**src/hw/rtl/phr_pkg.sv**
```systemverilog
// Package for the pressure history recorder: field widths, codes, payload
// structs and default parameter values. No dependencies.
`timescale 1ns / 1ps

package phr_pkg;

   // Default sizing, handed down by the top level
   localparam int DEF_HISTORY_DEPTH  = 1024;
   localparam int DEF_WARMUP_SAMPLES = 5;

   // Field widths
   localparam int FUNC_W   = 2;
   localparam int PRESS_W  = 15;
   localparam int INDEX_W  = 10;
   localparam int SMOOTH_W = 23;
   localparam int ALPHA_W  = 16;
   localparam int SKIP_W   = 3;
   localparam int COUNT_W  = 11;
   localparam int CSR_IDX_W  = 2;
   localparam int CSR_DATA_W = 16;

   // Read index of the newest history entry
   localparam logic [INDEX_W-1:0] READ_NEWEST = 10'd1023;

   // Reset values
   localparam logic [PRESS_W-1:0] LOW_LIMIT_RST  = 15'd7000;
   localparam logic [PRESS_W-1:0] HIGH_LIMIT_RST = 15'd20000;
   localparam logic [ALPHA_W-1:0] ALPHA_RST      = 16'd655;
   localparam logic [SKIP_W-1:0]  SKIP_COUNT_RST = 3'd2;
   localparam logic [PRESS_W-1:0] MIN_START      = 15'd12000;

   // Request function codes
   localparam logic [FUNC_W-1:0] FUNC_SAMPLE  = 2'd0;
   localparam logic [FUNC_W-1:0] FUNC_OTHER   = 2'd1;
   localparam logic [FUNC_W-1:0] FUNC_TIMEOUT = 2'd2;
   localparam logic [FUNC_W-1:0] FUNC_READ    = 2'd3;

   // Register indexes of the csr port
   localparam logic [CSR_IDX_W-1:0] CSR_LOW_LIMIT  = 2'd0;
   localparam logic [CSR_IDX_W-1:0] CSR_HIGH_LIMIT = 2'd1;
   localparam logic [CSR_IDX_W-1:0] CSR_ALPHA      = 2'd2;
   localparam logic [CSR_IDX_W-1:0] CSR_SKIP_COUNT = 2'd3;

   typedef struct packed {
      logic [FUNC_W-1:0]  func;
      logic [PRESS_W-1:0] sample;
      logic [INDEX_W-1:0] index;
   } phr_req_type;

   typedef struct packed {
      logic [PRESS_W-1:0]  current_pressure;
      logic                current_valid;
      logic                running;
      logic [COUNT_W-1:0]  filled_count;
      logic [PRESS_W-1:0]  window_max;
      logic [PRESS_W-1:0]  overall_max;
      logic [PRESS_W-1:0]  overall_min;
      logic [SMOOTH_W-1:0] newest_smoothed;
      logic [PRESS_W-1:0]  read_raw;
      logic [SMOOTH_W-1:0] read_smoothed;
      logic                read_valid;
   } phr_rsp_type;

   typedef struct packed {
      logic [PRESS_W-1:0] low_limit;
      logic [PRESS_W-1:0] high_limit;
      logic [ALPHA_W-1:0] alpha;
      logic [SKIP_W-1:0]  skip_count;
   } phr_cfg_type;

   // Work kind decided by the front end
   typedef enum logic [1:0] {
      KIND_NOP     = 2'd0,
      KIND_SAMPLE  = 2'd1,
      KIND_TIMEOUT = 2'd2,
      KIND_READ    = 2'd3
   } phr_kind_type;

   typedef struct packed {
      phr_kind_type       kind;
      logic [PRESS_W-1:0] sample;
      logic [INDEX_W-1:0] age;
   } phr_item_type;

endpackage

```
**src/hw/rtl/phr_front.sv**
```systemverilog
// Front end: takes request transactions, classifies them and holds them in
// a two-entry queue for the back end. Depends on phr_pkg.
`timescale 1ns / 1ps

module phr_front
   import phr_pkg::*;
(
   input  logic         clock,
   input  logic         reset,
   input  logic         req_valid,
   output logic         req_ready,
   input  phr_req_type  req_data,
   input  phr_cfg_type  cfg,
   output logic         q_valid,
   output phr_item_type q_item,
   input  logic         q_pop
);

   phr_item_type fifo_ff [2];
   logic [0:0]   wr_ptr_ff, wr_ptr_in;
   logic [0:0]   rd_ptr_ff, rd_ptr_in;
   logic [1:0]   count_ff, count_in;
   phr_item_type item;
   logic         push;
   logic         in_range;

   assign req_ready = (count_ff != 2'd2);
   assign q_valid   = (count_ff != 2'd0);
   assign q_item    = fifo_ff[rd_ptr_ff];
   assign push      = req_valid && req_ready;

   // Classify the incoming transaction
   always_comb begin
      in_range    = (req_data.sample > cfg.low_limit) && (req_data.sample < cfg.high_limit);
      item.sample = req_data.sample;
      item.age    = READ_NEWEST - req_data.index;
      case (req_data.func)
         FUNC_SAMPLE:  item.kind = in_range ? KIND_SAMPLE : KIND_NOP;
         FUNC_OTHER:   item.kind = KIND_NOP;
         FUNC_TIMEOUT: item.kind = KIND_TIMEOUT;
         FUNC_READ:    item.kind = KIND_READ;
         default:      item.kind = KIND_NOP;
      endcase
   end

   // Advance queue pointers
   always_comb begin
      wr_ptr_in = push ? wr_ptr_ff + 1'b1 : wr_ptr_ff;
      rd_ptr_in = q_pop ? rd_ptr_ff + 1'b1 : rd_ptr_ff;
      count_in  = count_ff + {1'b0, push} - {1'b0, q_pop};
   end

   always_ff @(posedge clock) begin
      if (reset) begin
         wr_ptr_ff <= '0;
         rd_ptr_ff <= '0;
         count_ff  <= '0;
      end else begin
         wr_ptr_ff <= wr_ptr_in;
         rd_ptr_ff <= rd_ptr_in;
         count_ff  <= count_in;
      end
   end

   always_ff @(posedge clock) begin
      if (push) begin
         fifo_ff[wr_ptr_ff] <= item;
      end
   end

endmodule

```
**config.mk**
```make
export PLATFORM = sky130hd
export DESIGN_NAME = phr_front
export DESIGN_NICKNAME = d
export VERILOG_FILES = /design/src/hw/rtl/phr_pkg.sv /design/src/hw/rtl/phr_front.sv
export SDC_FILE = /design/constraint.sdc
export NUM_CORES = 1
export LEC_CHECK = 0
export BUFFER_PORTS_ARGS = -buffer_cell sky130_fd_sc_hd__buf_2
export CAP_MARGIN = 30
export CORE_MARGIN = 2
export CORE_UTILIZATION = 40
export CTS_BUF_LIST = sky130_fd_sc_hd__clkbuf_2 sky130_fd_sc_hd__clkbuf_4 sky130_fd_sc_hd__clkbuf_8
export DETAILED_ROUTE_END_ITERATION = 8
export GPL_TIMING_DRIVEN = 0
export PLACE_DENSITY = 0.69
export SLEW_MARGIN = 20
export SYNTH_ARGS = -nofsm -noshare
export SYNTH_HDL_FRONTEND = slang
export SYNTH_SLANG_ARGS = --single-unit
```
**constraint.sdc**
```tcl
create_clock -name clock -period 2.2 [get_ports clock]
set_input_delay 0.44 -clock clock [delete_from_list [all_inputs] [get_ports clock]]
set_output_delay 0.44 -clock clock [all_outputs]
set_load 0.01 [all_outputs]
```
==> results.txt <==
----------------------------------------------------
[Timing]
  Clock skew ... between 0.005 and 0.006 ns
  Final setup fails ... 0
  Final-layout setup total negative slack ... 0 ns
  FMAX ... ~480 MHz
  Worst setup slack after layout ... 0.134 ns
  Worst slew margin relative to its limit ... 56.7%
  Worst hold slack ... 0.330 ns
  Final number of max-transition violations ... 0
  Minimum period implied by the final worst setup slack ... 2.07 ns
  Hold violation total from the final report ... 0
  Unrepaired setup endpoints after global routing ... no
  Post-route fraction of the period consumed by the critical path ... a little over nine tenths
  Worst slew pin tran ... 0.649 ns

[Pwr]
  Pwr Density ... 827 nW/um^2
  Leakage Power ... approximately 1.7 nW
  Switching component of the power ... 783 uW
  Sequential share of power ... 48.3%
  Internal power summed over all cells ... 2.28 mW
  Overall power of the completed layout ... 3.06 mW
  Combinational power share ... between 20 and 25%
  Maximum ir drop on the vdd rail ... roughly 0.00026 V
  Switching Fraction ... 25.6%
  Clock power frac ... 29.3%

[CTS]
  CTS buffer count ... 9
  CTS Buffer Depth ... 2
  CTS sink count ... 59
  Clock network latency to the later pin of the worst-skew pair ... 0.32 ns
  CTS clock-pin slew for the worst setup and hold paths ... about 0.060 ns
  CTS tree ... built
  H-tree lvl count ... 3
  Master cell of the clock root buffer ... clkbuf_8
  # hold bufs at CTS ... 0

[Worst setup path]
  Kind of start point of the critical path ... flop
  Launch point of the worst reg-to-reg path ... count_ff[0]
  Arrival time worst endpoint ... between 1.5 and 2 ns
  Largest fanout of any net on the critical path ... 10
  R2R cell count ... 8
  Reg2reg end ... count_ff[1]
  Crit Path Class ... flop to output port
  Required time at the endpoint of the critical path ... 1.76 ns
  Worst R2R Setup Slack ... between 0.6 and 0.7 ns
  CP endpoint kind ... output port

[Detailed routing]
  Routed via count ... 1925
  Avg WL per Cell ... 12.5 microns
  Final antenna-violating net count ... 0
  Drt first-iter violations ... 35
  Post-detailed-route DRC marker count ... 0
  Via-to-Cell Ratio ... 4.54
  Iteration count of the initial detailed-routing pass ... 4
  Total routed wirelength ... between 5 and 6 mm

[Layout]
  Number of nets in the final layout ... ~430
  Layout Cell Area excl Fill ... 3700 sq um
  Fraction of layout instances using a drive strength above 1 ... between 40% and 50%
  Count of antenna diodes in the layout ... 0
  Sequential Area ... 1720 sq um
  Area occupied by multi-input gates ... 1040 sq um
  Synthesis-to-layout area growth ... 26.7%
  Total of fill cells in the finished design ... 669

[Global route]
  Vias in the first global route ... 1844
  Met3 GRT Util ... 3.05%
  Total track usage ... a little over an eighth
  Met2 routing resource usage after global routing ... 23.2%
  First-pass GRT wire length ... 7.98 mm
  Routing layer with the top usage in global route ... met2
  Met1 demand-to-capacity share in global routing ... 15.4%
  Remaining Overflow, GRT ... 0
  Number of antenna violations at the first check in global routing ... 0
  Pin count of the biggest net entering global routing ... 28

[Floorplan]
  I/O pin total ... 109
  Full die area ... 8010 sq um
  Die X-Extent ... 89.5 microns
  Die Y ... 89.5 microns
  Initial Utilization ... 40.7%
  # rows ... 31
  Core area ... a little over 7000 sq um

[Logic synthesis]
  Cell count after synthesis ... 220
  Number of flops mapped to enable cells by yosys ... 54
  #FFs+latches synth ... 59
  Dominant synthesized flop cell ... edfxtp_1
  Mapped cell area ... 2920 sq um
  Sequential share of the synthesized area ... approximately three fifths
  Mean post-synth cell area ... 13.3 sq um
  Net count after synthesis ... 331
  Proportion of register bits with asynchronous set or reset after synthesis ... 0%
  Count of distinct cell types in the synthesized netlist ... 31
  Synth warn ... 0

[Flow run]
  # Max-Cap Violations ... 0

[Placement]
  Placed wire-length estimate after detailed placement ... just over 4 mm
  Dpl cell area ... approximately 3500 sq um
  IO buf count ... between 80 and 90
  Global placement routability congestion ... 0.752
  Setup Slack @ Placement ... 0.122 ns

[Min path]
  Launch point of the worst hold path ... reset
  Worst Hold End ... count_ff[1]
  Worst Hold Depth ... 2
  Hold crit path type ... input pin to flop

[Status]
  Result of the run ... complete, no violations

----------------------------------------------------
critical path: stages, from the launching register on:
cell and delay, ns:
dfxtp_1 0.30, buf_2 0.22, clkbuf_4 0.28, mux2_2 0.37
buf_2 0.14
how the worst max path moves through the flow:
stage,from,endpoint,cells past startpoint
finish,flop,q_item[12],4
global route,flop,q_item[17],4
CTS,flop,q_item[17],4
detailed placement,req_data[12],fifo_ff[0][25],7
global placement,req_valid,fifo_ff[0][12],3
floorplan,count_ff[0],fifo_ff[0][0],3
per-stage QoR:
stage	std cells	util, %
after global placement	408	48.7
after detailed placement	409	49.0
final	424	51.6
after floorplan	220	-
after global routing	424	51.6
after CTS	424	51.5
power groups by stage:
stage	clock (mW)	sequential [mW]	combinational [mW]
6_report	0.897	1.48	0.689
5_1_grt	0.968	1.50	0.781
4_1_cts	0.928	1.48	0.706
3_5_place_dp	0	1.50	0.700
3_3_place_gp	0	1.50	0.664
2_1_floorplan	0	1.49	0.417
logic make-up (layout without fill, tap and decap cells):
| family | count (synthesis) | count (layout) | synth area share [%] |
|---|---|---|---|
| flops | 59 | 59 | 58.9 |
| buf+inv | 44 | 149 | 5.78 |
| simple gates | 32 | 32 | 5.65 |
| fa+ha+maj | 31 | 31 | 13.3 |
| mux | 27 | 27 | 10.4 |
| compound gates | 23 | 23 | 4.84 |
| xor+xnor | 4 | 4 | 1.20 |
layer usage:
metal	routed length, microns	vias up
li1	-	989
met1	2210	868
met2	2670	56
met3	274	12
met4	153	0
met5	0	-
registers in the layout (all words and copies together), names as in the netlist, named ones only:
name,cells
wr_ptr_ff,1
count_ff,2
rd_ptr_ff,1
fifo_ff,54
Yosys cell counts (all sizes together), types with 2 or more instances:
| cell | n | share of area [%] |
|---|---|---|
| a21oi | 12 | 2.1 |
| dfxtp | 5 | 3.4 |
| nor2 | 9 | 1.2 |
| ha | 31 | 13 |
| nand2 | 7 | 0.90 |
| mux2 | 27 | 10 |
| edfxtp | 54 | 55 |
| xnor2 | 2 | 0.60 |
| xor2 | 2 | 0.60 |
| buf | 3 | 0.51 |
| nand2b | 2 | 0.43 |
| a211oi | 2 | 0.51 |
| nand4 | 4 | 1.1 |
| nand3 | 4 | 0.68 |
| nor3 | 2 | 0.51 |
| o21ai | 3 | 0.51 |
| inv | 40 | 5.1 |
placed cells by master, fill, tap and decap left out, types with 2 or more instances in the layout:
cell,instances
inv_1,40
nand4_1,3
clkbuf_4,4
clkbuf_8,9
o21ai_0,2
ha_1,31
xnor2_1,2
xor2_1,2
dfxtp_1,5
a21oi_1,12
nand3_1,4
nor2_1,8
edfxtp_1,54
nand2_1,7
clkinv_1,2
a211oi_1,2
nand2b_1,2
mux2_2,27
buf_2,90
area by class of cell:
class	count	share of cell area [%]
Clock inverter	4	1.15
Buffer	4	0.642
Timing Repair Buffer	90	12.4
Tap cell	99	3.34
Inverter	40	4.05
Sequential cell	59	46.5
Clock buffer	11	3.75
Multi-Input combinational cell	117	28.1
timing repair:
action	in CTS	in global routing
buffers inserted	0	0
setup endpoints to repair	0	10
hold endpoints to repair	0	0
resized for setup	0	2
(Power assumes the default switching activity.)
